`config.mk`:
```
export PLATFORM = sky130hd
export DESIGN_NAME = cordic_vectoring_angle_magnitude
export DESIGN_NICKNAME = d
export VERILOG_FILES = /design/src/design/cvam_pkg.sv /design/src/design/cvam_cell.sv /design/src/design/cvam_scale.sv /design/src/design/cordic_vectoring_angle_magnitude.sv
export SDC_FILE = /design/constraint.sdc
export NUM_CORES = 2
export LEC_CHECK = 0
export ABC_AREA = 1
export BUFFER_PORTS_ARGS = -buffer_cell sky130_fd_sc_hd__buf_4
export CAP_MARGIN = 20
export CORE_AREA = 2 2 445 447
export DETAILED_ROUTE_END_ITERATION = 10
export DIE_AREA = 0 0 447 449
export PLACE_DENSITY = 0.79
export REMOVE_ABC_BUFFERS = 1
export SYNTH_ARGS = -nofsm -noshare
export SYNTH_HDL_FRONTEND = slang
export SYNTH_SLANG_ARGS = --single-unit
```
`constraint.sdc`:
```
create_clock -name clock -period 4.7 [get_ports clock]
set_input_delay 0.47 -clock clock [delete_from_list [all_inputs] [get_ports clock]]
set_output_delay 0.47 -clock clock [all_outputs]
set_load 0.03 [all_outputs]
```
`src/design/cvam_pkg.sv`:
```
package cvam_pkg;

   // fixed field widths
   localparam int unsigned IN_W    = 24;
   localparam int unsigned OUT_W   = 24;
   localparam int unsigned ANGLE_W = 11;
   localparam int unsigned GAIN_W  = 8;

   // default datapath format
   localparam int unsigned DEFAULT_WIDTH     = 24;
   localparam int unsigned DEFAULT_FRAC_BITS = 8;

   // gain register reset value
   localparam logic [GAIN_W-1:0] GAIN_RESET = 8'd78;

   // each shift is used this many times in a row
   localparam int unsigned REPEATS = 2;

   // arctangent of 2^-i for the first few shifts, 8 fraction bits
   localparam int unsigned ATAN_LUT_LEN = 5;
   localparam logic [ANGLE_W-1:0] ATAN_LUT [ATAN_LUT_LEN] = '{
      11'h0c9, 11'h077, 11'h03f, 11'h020, 11'h010
   };

   // arctangent for a given shift; past the table it is 2^-shift, the small-angle value
   function automatic logic [ANGLE_W-1:0] atan_of(input int unsigned shift,
                                                 input int unsigned frac_bits);
      logic [31:0] one_val;
      logic [31:0] shifted;
      one_val = 32'd1 << frac_bits;
      shifted = one_val >> shift;
      if (shift < ATAN_LUT_LEN) begin
         return ATAN_LUT[shift];
      end
      return shifted[ANGLE_W-1:0];
   endfunction

endpackage

```
`src/design/cvam_cell.sv`:
```
module cvam_cell #(
   parameter int unsigned WIDTH     = 24,
   parameter int unsigned FRAC_BITS = 8,
   parameter int unsigned SHIFT     = 0
) (
   input  logic                               clock,
   input  logic                               reset,
   input  logic                               in_valid,
   output logic                               in_ready,
   input  logic signed [WIDTH-1:0]            in_x,
   input  logic signed [WIDTH-1:0]            in_y,
   input  logic [cvam_pkg::ANGLE_W-1:0]       in_angle,
   output logic                               out_valid,
   input  logic                               out_ready,
   output logic signed [WIDTH-1:0]            out_x,
   output logic signed [WIDTH-1:0]            out_y,
   output logic [cvam_pkg::ANGLE_W-1:0]       out_angle
);
   import cvam_pkg::*;

   localparam logic [ANGLE_W-1:0] ATAN_STEP = atan_of(SHIFT, FRAC_BITS);

   logic                      valid_ff, valid_in;
   logic signed [WIDTH-1:0]   x_ff, x_in;
   logic signed [WIDTH-1:0]   y_ff, y_in;
   logic [ANGLE_W-1:0]        angle_ff, angle_in;
   logic                      ccw;
   logic signed [WIDTH-1:0]   dx;
   logic signed [WIDTH-1:0]   dy;
   logic                      load;

   // stage takes a transaction when empty or when its content moves on
   assign in_ready = !valid_ff || out_ready;
   assign load     = in_valid && in_ready;

   // one micro-rotation: direction from the sign of y
   assign ccw = in_y[WIDTH-1];
   assign dx  = in_y >>> SHIFT;
   assign dy  = in_x >>> SHIFT;

   always_comb begin
      if (ccw) begin
         x_in     = in_x - dx;
         y_in     = in_y + dy;
         angle_in = in_angle - ATAN_STEP;
      end else begin
         x_in     = in_x + dx;
         y_in     = in_y - dy;
         angle_in = in_angle + ATAN_STEP;
      end
   end

   // valid bit
   always_comb begin
      if (in_ready) begin
         valid_in = in_valid;
      end else begin
         valid_in = valid_ff;
      end
   end

   always_ff @(posedge clock) begin
      if (reset) begin
         valid_ff <= 1'b0;
      end else begin
         valid_ff <= valid_in;
      end
   end

   // payload
   always_ff @(posedge clock) begin
      if (load) begin
         x_ff     <= x_in;
         y_ff     <= y_in;
         angle_ff <= angle_in;
      end
   end

   assign out_valid = valid_ff;
   assign out_x     = x_ff;
   assign out_y     = y_ff;
   assign out_angle = angle_ff;

endmodule

```
`src/design/cvam_scale.sv`:
```
module cvam_scale #(
   parameter int unsigned WIDTH     = 24,
   parameter int unsigned FRAC_BITS = 8
) (
   input  logic                               clock,
   input  logic                               reset,
   input  logic [cvam_pkg::GAIN_W-1:0]        gain,
   input  logic                               in_valid,
   output logic                               in_ready,
   input  logic signed [WIDTH-1:0]            in_x,
   input  logic signed [WIDTH-1:0]            in_y,
   input  logic [cvam_pkg::ANGLE_W-1:0]       in_angle,
   output logic                               out_valid,
   input  logic                               out_ready,
   output logic signed [cvam_pkg::ANGLE_W-1:0] out_angle,
   output logic signed [cvam_pkg::OUT_W-1:0]   out_magnitude,
   output logic signed [cvam_pkg::OUT_W-1:0]   out_residual_y
);
   import cvam_pkg::*;

   localparam int unsigned PROD_W = WIDTH + GAIN_W + 1;

   logic                       valid_ff, valid_in;
   logic [ANGLE_W-1:0]         angle_ff;
   logic signed [OUT_W-1:0]    mag_ff, mag_in;
   logic signed [OUT_W-1:0]    res_ff, res_in;
   logic signed [GAIN_W:0]     gain_s;
   logic signed [PROD_W-1:0]   prod_x;
   logic signed [PROD_W-1:0]   prod_y;
   logic signed [PROD_W-1:0]   sh_x;
   logic signed [PROD_W-1:0]   sh_y;
   logic signed [WIDTH-1:0]   wrap_x;
   logic signed [WIDTH-1:0]   wrap_y;
   logic                       load;

   assign in_ready = !valid_ff || out_ready;
   assign load     = in_valid && in_ready;

   // gain correction: multiply, arithmetic shift, wrap to the datapath width
   assign gain_s = $signed({1'b0, gain});
   assign prod_x = PROD_W'(in_x) * PROD_W'(gain_s);
   assign prod_y = PROD_W'(in_y) * PROD_W'(gain_s);
   assign sh_x   = prod_x >>> FRAC_BITS;
   assign sh_y   = prod_y >>> FRAC_BITS;
   assign wrap_x = $signed(sh_x[WIDTH-1:0]);
   assign wrap_y = $signed(sh_y[WIDTH-1:0]);
   assign mag_in = OUT_W'(wrap_x);
   assign res_in = OUT_W'(wrap_y);

   always_comb begin
      if (in_ready) begin
         valid_in = in_valid;
      end else begin
         valid_in = valid_ff;
      end
   end

   always_ff @(posedge clock) begin
      if (reset) begin
         valid_ff <= 1'b0;
      end else begin
         valid_ff <= valid_in;
      end
   end

   // output register
   always_ff @(posedge clock) begin
      if (load) begin
         angle_ff <= in_angle;
         mag_ff   <= mag_in;
         res_ff   <= res_in;
      end
   end

   assign out_valid      = valid_ff;
   assign out_angle      = $signed(angle_ff);
   assign out_magnitude  = mag_ff;
   assign out_residual_y = res_ff;

endmodule

```
`src/design/cordic_vectoring_angle_magnitude.sv`:
```
// CORDIC vectoring: angle and gain-corrected magnitude of a fixed-point vector.
// Input channel req_*: a transaction carries vec_x and vec_y (signed, 8 fraction
// bits). Result channel rsp_*: one transaction per input with the angle, the
// magnitude (final x times gain) and the residual y (final y times gain).
// csr_write_enable/csr_write_data load the 8-bit gain register at once; write it
// only while no transaction is in flight.
// The datapath is a chain of 2*(FRAC_BITS+1) rotation cells, one register each,
// followed by one multiply stage that also acts as the output register.
// A transaction passes through the rotation cells in order and then the multiply
// stage. Every cell holds one transaction, so a new vector is accepted every
// cycle and throughput is one per cycle while rsp_ready is high.
// When the receiver stalls, the output stage holds its result and the chain
// keeps filling empty cells; req_ready drops only once every stage is occupied.
// Reset (synchronous, active high) empties all stages and sets gain to 78.
module cordic_vectoring_angle_magnitude #(
   parameter int unsigned WIDTH     = cvam_pkg::DEFAULT_WIDTH,
   parameter int unsigned FRAC_BITS = cvam_pkg::DEFAULT_FRAC_BITS
) (
   input  logic                                clock,
   input  logic                                reset,
   input  logic                                req_valid,
   output logic                                req_ready,
   input  logic signed [cvam_pkg::IN_W-1:0]    req_vec_x,
   input  logic signed [cvam_pkg::IN_W-1:0]    req_vec_y,
   output logic                                rsp_valid,
   input  logic                                rsp_ready,
   output logic signed [cvam_pkg::ANGLE_W-1:0] rsp_angle,
   output logic signed [cvam_pkg::OUT_W-1:0]   rsp_magnitude,
   output logic signed [cvam_pkg::OUT_W-1:0]   rsp_residual_y,
   input  logic                                csr_write_enable,
   input  logic [cvam_pkg::GAIN_W-1:0]         csr_write_data
);
   import cvam_pkg::*;

   localparam int unsigned NUM_CELLS = REPEATS * (FRAC_BITS + 1);

   logic [GAIN_W-1:0]        gain_ff;
   logic                     c_valid [NUM_CELLS+1];
   logic                     c_ready [NUM_CELLS+1];
   logic signed [WIDTH-1:0]  c_x     [NUM_CELLS+1];
   logic signed [WIDTH-1:0]  c_y     [NUM_CELLS+1];
   logic [ANGLE_W-1:0]       c_angle [NUM_CELLS+1];

   // gain register
   always_ff @(posedge clock) begin
      if (reset) begin
         gain_ff <= GAIN_RESET;
      end else if (csr_write_enable) begin
         gain_ff <= csr_write_data;
      end
   end

   // chain input: wrap the vector to the datapath width
   assign c_valid[0] = req_valid;
   assign req_ready  = c_ready[0];
   assign c_x[0]     = WIDTH'(req_vec_x);
   assign c_y[0]     = WIDTH'(req_vec_y);
   assign c_angle[0] = '0;

   // rotation cells, each shift used REPEATS times
   for (genvar k = 0; k < NUM_CELLS; k++) begin : g_cell
      localparam int unsigned SHIFT = k / REPEATS;
      cvam_cell #(
         .WIDTH     (WIDTH),
         .FRAC_BITS (FRAC_BITS),
         .SHIFT     (SHIFT)
      ) u_cell (
         .clock     (clock),
         .reset     (reset),
         .in_valid  (c_valid[k]),
         .in_ready  (c_ready[k]),
         .in_x      (c_x[k]),
         .in_y      (c_y[k]),
         .in_angle  (c_angle[k]),
         .out_valid (c_valid[k+1]),
         .out_ready (c_ready[k+1]),
         .out_x     (c_x[k+1]),
         .out_y     (c_y[k+1]),
         .out_angle (c_angle[k+1])
      );
   end

   // gain correction and output register
   cvam_scale #(
      .WIDTH     (WIDTH),
      .FRAC_BITS (FRAC_BITS)
   ) u_scale (
      .clock          (clock),
      .reset          (reset),
      .gain           (gain_ff),
      .in_valid       (c_valid[NUM_CELLS]),
      .in_ready       (c_ready[NUM_CELLS]),
      .in_x           (c_x[NUM_CELLS]),
      .in_y           (c_y[NUM_CELLS]),
      .in_angle       (c_angle[NUM_CELLS]),
      .out_valid      (rsp_valid),
      .out_ready      (rsp_ready),
      .out_angle      (rsp_angle),
      .out_magnitude  (rsp_magnitude),
      .out_residual_y (rsp_residual_y)
   );

   // reset empties the output stage
   a_reset_empty : assert property (@(posedge clock) reset |=> !rsp_valid)
      else $error("result valid after reset");

   // back-pressure at the input only comes from a stalled, full output
   a_stall_source : assert property (@(posedge clock) disable iff (reset)
      !req_ready |-> (rsp_valid && !rsp_ready))
      else $error("input stalled without output stall");

   // a finished rotation entering the output stage shows up as a result
   a_last_cell_moves : assert property (@(posedge clock) disable iff (reset)
      (c_valid[NUM_CELLS] && c_ready[NUM_CELLS]) |=> rsp_valid)
      else $error("transaction lost between chain and output");

   // gain register follows a write
   a_gain_write : assert property (@(posedge clock) disable iff (reset)
      csr_write_enable |=> (gain_ff == $past(csr_write_data)))
      else $error("gain register not updated");

endmodule
```
# After elaboration in Yosys (flattened, before gate mapping)
# Index checks and enable logic that the tools add are counted.
word_totals:
  ff_bits: 1148
  in_bits: 61
  out_inout_bits: 61
classes:
  n_addsub: 104
  multipliers: 2
  muxes: 54
  reduce_logical: 57
op_table:
  columns: ["cell", "count"]
  rows:
  - ["24-bit 2-to-1 mux", 36]
  - ["11-bit 2-to-1 mux", 18]
  - ["24-bit by 16-bit adder with 24-bit output", 4]
  - ["24-bit by 17-bit adder with 24-bit output", 4]
  - ["24-bit by 18-bit adder with 24-bit output", 4]
  - ["24-bit by 19-bit adder with 24-bit output", 4]
  - ["24-bit by 20-bit adder with 24-bit output", 4]
  - ["24-bit by 21-bit adder with 24-bit output", 4]
  - ["24-bit by 22-bit adder with 24-bit output", 4]
  - ["24-bit by 23-bit adder with 24-bit output", 4]
  - ["24-bit by 16-bit subtractor with 24-bit output", 4]
  - ["24-bit by 17-bit subtractor with 24-bit output", 4]
  - ["24-bit by 18-bit subtractor with 24-bit output", 4]
  - ["24-bit by 19-bit subtractor with 24-bit output", 4]
  - ["24-bit by 20-bit subtractor with 24-bit output", 4]
  - ["24-bit by 21-bit subtractor with 24-bit output", 4]
  - ["24-bit by 22-bit subtractor with 24-bit output", 4]
  - ["24-bit by 23-bit subtractor with 24-bit output", 4]
  - ["24-bit subtractor", 4]
  - ["24-bit by 9-bit multiplier with 32-bit output", 2]
  - ["24-bit adder", 2]
  - ["11-bit by 6-bit adder with 11-bit output (second input constant)", 4]
  - ["11-bit by 6-bit subtractor with 11-bit output (second input constant)", 4]
  - ["11-bit by 1-bit adder with 11-bit output (second input constant)", 2]
  - ["16 further kinds", 81]

# Longest topological paths before layout
depth:
  word_depth: 21
  ltp_mapped: 22
  mapped_depth_nobuf: 22

# By module
# From an unflattened synthesis, not the netlist that was laid out.
hier_totals:
  hier_cells: 20474
  hier_area_um2: 136787.4
modules_own_cells:
  columns: ["mod", "instances", "cells_each", "area_per_inst_um2", "seq_area_each_um2"]
  rows:
  - ["cvam_scale", 1, 2111, 15828.9, 1791.7]
  - ["cvam_cell (g_cell[2].u_cell ...)", 2, 1068, 6915.4, 1791.7]
  - ["cvam_cell (g_cell[4].u_cell ...)", 2, 1047, 6864.1, 1791.7]
  - ["cvam_cell (g_cell[14].u_cell ...)", 2, 982, 6573.8, 1791.7]
  - ["cvam_cell (g_cell[8].u_cell ...)", 2, 966, 6459.9, 1791.7]
  - ["cvam_cell (g_cell[1].u_cell)", 1, 1214, 7507.2, 1761.7]
  - ["cvam_cell (g_cell[0].u_cell)", 1, 1185, 7500.9, 1761.7]
  - ["cvam_cell (g_cell[16].u_cell)", 1, 986, 6592.6, 1791.7]
  - ["cvam_cell (g_cell[17].u_cell)", 1, 987, 6565.0, 1791.7]
  - ["cvam_cell (g_cell[6].u_cell)", 1, 973, 6495.0, 1791.7]
  - ["cvam_cell (g_cell[12].u_cell)", 1, 974, 6492.5, 1791.7]
  - ["cvam_cell (g_cell[7].u_cell)", 1, 968, 6471.2, 1791.7]
  - ["cvam_cell (g_cell[10].u_cell)", 1, 964, 6468.7, 1791.7]
  - ["cvam_cell (g_cell[13].u_cell)", 1, 980, 6467.5, 1791.7]
  - ["2 more rows", null, null, null, null]

# Worst setup path before layout
# No wires, ideal clock.
synth_path:
  path_type: "flip-flop to flip-flop"
  from: "reg gain_ff[3]"
  to: "reg u_scale.res_ff[19], in the netlist u_scale.out_residual_y[19], data pin"
  setup_time_ns: 0.252
  t_arrival_ns: 4.554
  t_required_ns: 4.448
  slack_ns: -0.106
  path_stages_with_launch: 22
  period_less_slack_ns: 4.806
  path_cell_list: "dfxtp_1 > clkbuf_1 > buf_1 > nand2_1 > fa_1 > fa_1 > inv_1 > fa_1 > inv_1 > fa_1 > inv_1 > ha_1 > a21oi_1 > o21ai_0 > a21oi_1 > o21ai_2 > a21oi_1 > o221ai_1 > nand2_1 > nand2_1 > nand2_1 > nand2_1"
synth_via:
  elab_chain_len: 1
synth_lines:
  columns: ["element", "line_no", "source"]
  rows:
  - ["start: declaration", "cordic_vectoring_angle_magnitude.sv:37", "logic [GAIN_W-1:0] gain_ff;"]
  - ["start signal: assignment", "cordic_vectoring_angle_magnitude.sv:49", "gain_ff <= csr_write_data;"]
  - ["24-bit by 9-bit multiplier with 32-bit output", "cvam_scale.sv:42", "assign prod_y = PROD_W'(in_y) * PROD_W'(gain_s);"]
  - ["net u_scale.prod_y[27]", "cvam_scale.sv:29", "logic signed [PROD_W-1:0] prod_y;"]
  - ["end signal: assignment", "cvam_scale.sv:71", "res_ff <= res_in;"]
  - ["end: declaration", "cvam_scale.sv:26", "logic signed [OUT_W-1:0] res_ff, res_in;"]
# The timed path passes the listed nets, and every way through them passes these cells.
# A chain may end at the register's enable or synchronous reset.

# Worst setup path in the final report
layout_path:
  from: "reg gain_ff[2]"
  to: "reg u_scale.mag_ff[23], in the netlist u_scale.out_magnitude[23], data pin"
layout_via:
  elab_chain_len: 1
layout_lines:
  columns: ["element", "line_no", "source"]
  rows:
  - ["24-bit by 9-bit multiplier with 32-bit output", "cvam_scale.sv:41", "assign prod_x = PROD_W'(in_x) * PROD_W'(gain_s);"]
  - ["net u_scale.prod_x[31]", "cvam_scale.sv:28", "logic signed [PROD_W-1:0] prod_x;"]
  - ["end signal: assignment", "cvam_scale.sv:70", "mag_ff <= mag_in;"]
  - ["end: declaration", "cvam_scale.sv:25", "logic signed [OUT_W-1:0] mag_ff, mag_in;"]
# The timed path passes the listed nets, and every way through them passes these cells.

==> run metrics <==
status=completed; slew of the pin with the lowest slew margin=996 ps; startpoint types=register; CP max stage cell=fa_1; cells on worst reg2reg path=18; CP Capture Type=register; Worst path most repeated cell=inv_1; top_reg_cell synth=edfxtp_1; crit path cell chain=buf_12 -> buf_4 -> nand2_1 -> fa_2 -> buf_4 -> fa_1 -> inv_1 -> fa_1 -> inv_1 -> fa_1 -> inv_1 -> ha_1 -> nand2_1 -> o21ai_1 -> inv_1 -> o21ai_0 -> a21oi_2 -> xor2_1; max-slew violation count=0; Port Buffers=120; area of the multi-input gates=0.0663 mm²; largest net degree at the start of global routing=59; Via density=roughly 5.6; GRT overflow=0; Netlist cell types=73; global-route usage over all layers=0.269; CP peak stage delay=530 ps; die area=0.201 mm²; cell taking the most area after synthesis=edfxtp_1; Clock Pin Slew Worst Setup and Hold Paths=approximately 70 ps; GPL Wtd Cong=0.971; CTS Buffer Depth=3; Placeable Area=between 0.15 and 0.2 mm²; sequential-to-total area share from yosys stat=0.311; vias in the first global route=about 84000; critical-path maximum fanout=15; clk sinks=1118; share of cells above drive strength 1=0.0578; first-pass GRT wire length=440000 µm; sw frac=0.347; Via Count=88400; maximum vdd drop=0.340 mV; clk_skew=40.8 ps; Starting DRT DRC Count=7724; final instance area=0.117 mm²; Mapped Area=about 0.11 mm²; yosys warns=0; top-area cell type share of the netlist area=0.306; maxcap violations=0; most numerous cell in the Yosys netlist=nand2_1; IO Pins=122; post-DP HPWL=223000 µm; Die X-Extent=447 µm; RSZ-0062 raised after global routing=yes; TritonCTS clock tree=done; Fill cells=17200; Clock Power Share=0.295; die height=449 µm; Design Power=34300 µW; Syn-to-layout area delta=9.01%; Initial DRT Pass Iterations=7; top cells by area, synth=edfxtp_1 (31%), ha_1 (13%), xor2_1 (8.6%); Psw=~12000 µW; Fmax=220 MHz; top cells by count, synth=nand2_1 (2298), inv_1 (1846), a21oi_1 (1195); cell-internal power=22400 µW; Area after DPL=0.112 mm²; pre-CTS WS=-11.3 ps; WL per Instance=17.3 µm; worst hold path depth=3; worst setup path category=register to register; Final Hold Viols=0; final hold slack=34.5 ps; FFs w/ async S/R, synth=0; relative slew slack=0.336; Setup TNS=0 ps; CP Data Required Time=between 5000 and 6000 ps; DRC viols=0; EDFF count, synth=1091; P per Cell Area=~290 mW/mm²; final net count=14700; Yosys reg bits=1118; H-tree depth=4; Rows=163; total CTS buffers=130; worst setup margin=about 160 ps; total wire length=275000 µm; part of the power in registers=0.351; Worst-Skew Late Latency=800 ps; CP arrival=5090 ps; Avg Cell Area, Syn=8.32 µm²; HP Class=input pin to register; period utilisation layout=0.966; Clock Root Buffer=clkbuf_16; Lkg Pwr=0.0539 µW; initial antenna violation count=2; Synth Instances=12900; Antenna Nets Post-Route=0; Comb pwr share=0.353; Initial Util=0.546; crit path time final=4540 ps; # setup viols final=0; register area=0.0333 mm²
==> final cells by class <==
class / count / area share
tap: 2640 / 0.0283
inverter: 1853 / 0.0596
timing repair buffer: 318 / 0.0225
clock buffer: 157 / 0.0294
clock inverter: 79 / 0.00699
antenna: 2 / 0.0000429
sequential: 1118 / 0.285
multi-input combinational: 9684 / 0.568
==> metal layers <==
layer	vias up	routed length (µm)	global-route usage
met2	2885	132000	0.461
met4	0	9790	0.0914
met3	522	16400	0.0297
li1	43600	-	-
met1	41300	117000	0.354
met5	-	0	0
==> power by group through the flow <==
stage | Sequential, µW | Clock, µW | Combinational, µW
2_1_floorplan | 12200 | 0 | 8370
3_3_place_gp | 12300 | 0 | 11300
3_5_place_dp | 12300 | 0 | 11400
4_1_cts | 12100 | 10300 | 11500
5_1_grt | 12100 | 10700 | 13600
6_report | 12100 | 10100 | 12100
==> critical path, delay by kind of cell (launching register included) <==
kind | cells | cell delay, ps
fa+ha+maj | 5 | 2300
buf+inv | 7 | 710
compound gates | 3 | 540
flops | 1 | 340
simple gates | 2 | 250
xor+xnor | 1 | 140
==> registers in the layout (all words and copies together) (netlist names) <==
signal,count
g_cell.u_cell.out_angle,172
g_cell.u_cell.out_valid,18
g_cell.u_cell.out_x,430
g_cell.u_cell.out_y,431
gain_ff,8
u_scale.out_angle,10
u_scale.out_magnitude,24
u_scale.out_residual_y,24
u_scale.out_valid,1
==> per-stage QoR <==
| stage | cells | utilization |
|---|---|---|
| finish | 15900 | 0.595 |
| global route | 15900 | 0.595 |
| CTS | 15800 | 0.592 |
| detailed placement | 15600 | 0.570 |
| global placement | 15600 | 0.570 |
| floorplan | 12700 | - |
==> final timing paths <==
kind / startpoint / to / slack, ps
hold / removal: csr_write_enable / gain_ff[3]$_SDFFE_PP1P_ / 30
setup / recovery: gain_ff[2]$_SDFFE_PP1P_ / u_scale.out_magnitude[23]$_DFFE_PP_ / 160
setup reg to reg: gain_ff[2]$_SDFFE_PP1P_ / u_scale.out_magnitude[23]$_DFFE_PP_ / 160
hold reg to reg: g_cell[6].u_cell.out_angle[1]$_DFFE_PP_ / g_cell[7].u_cell.out_angle[1]$_DFFE_PP_ / 420
==> cell usage in the layout (no fill, tap or decap), types with 159 or more instances in the layout <==
master and count:
o21ai_0 550, inv_1 1836, a21oi_1 1169, fa_1 341
nand3_1 454, buf_4 282, xor2_1 1046, nand4_1 159
nand2_1 2287, nor3_1 200, nor2_1 1008, xnor2_1 452
ha_1 1129, edfxtp_1 1091
==> logic make-up (layout without fill, tap and decap cells) <==
kind of cell,Yosys count,after routing,synth area share
mux,7,7,0.000654
buf+inv,2069,2407,0.0737
other cells,1,5,0.0000350
flops,1118,1118,0.311
xor+xnor,1498,1498,0.122
fa+ha+maj,1484,1484,0.197
compound gates,2343,2343,0.123
simple gates,4349,4349,0.172
==> timing repair <==
| action | CTS | global route |
|---|---|---|
| gates resized for setup | 2 | 96 |
| endpoints found under the hold margin | 11 | 0 |
| pin swaps | 0 | 16 |
| setup buffers | 0 | 18 |
| endpoints found under the setup margin | 3 | 32 |
| hold buffers | 16 | 0 |
No activity file was read; power rests on OpenSTA's default activity.
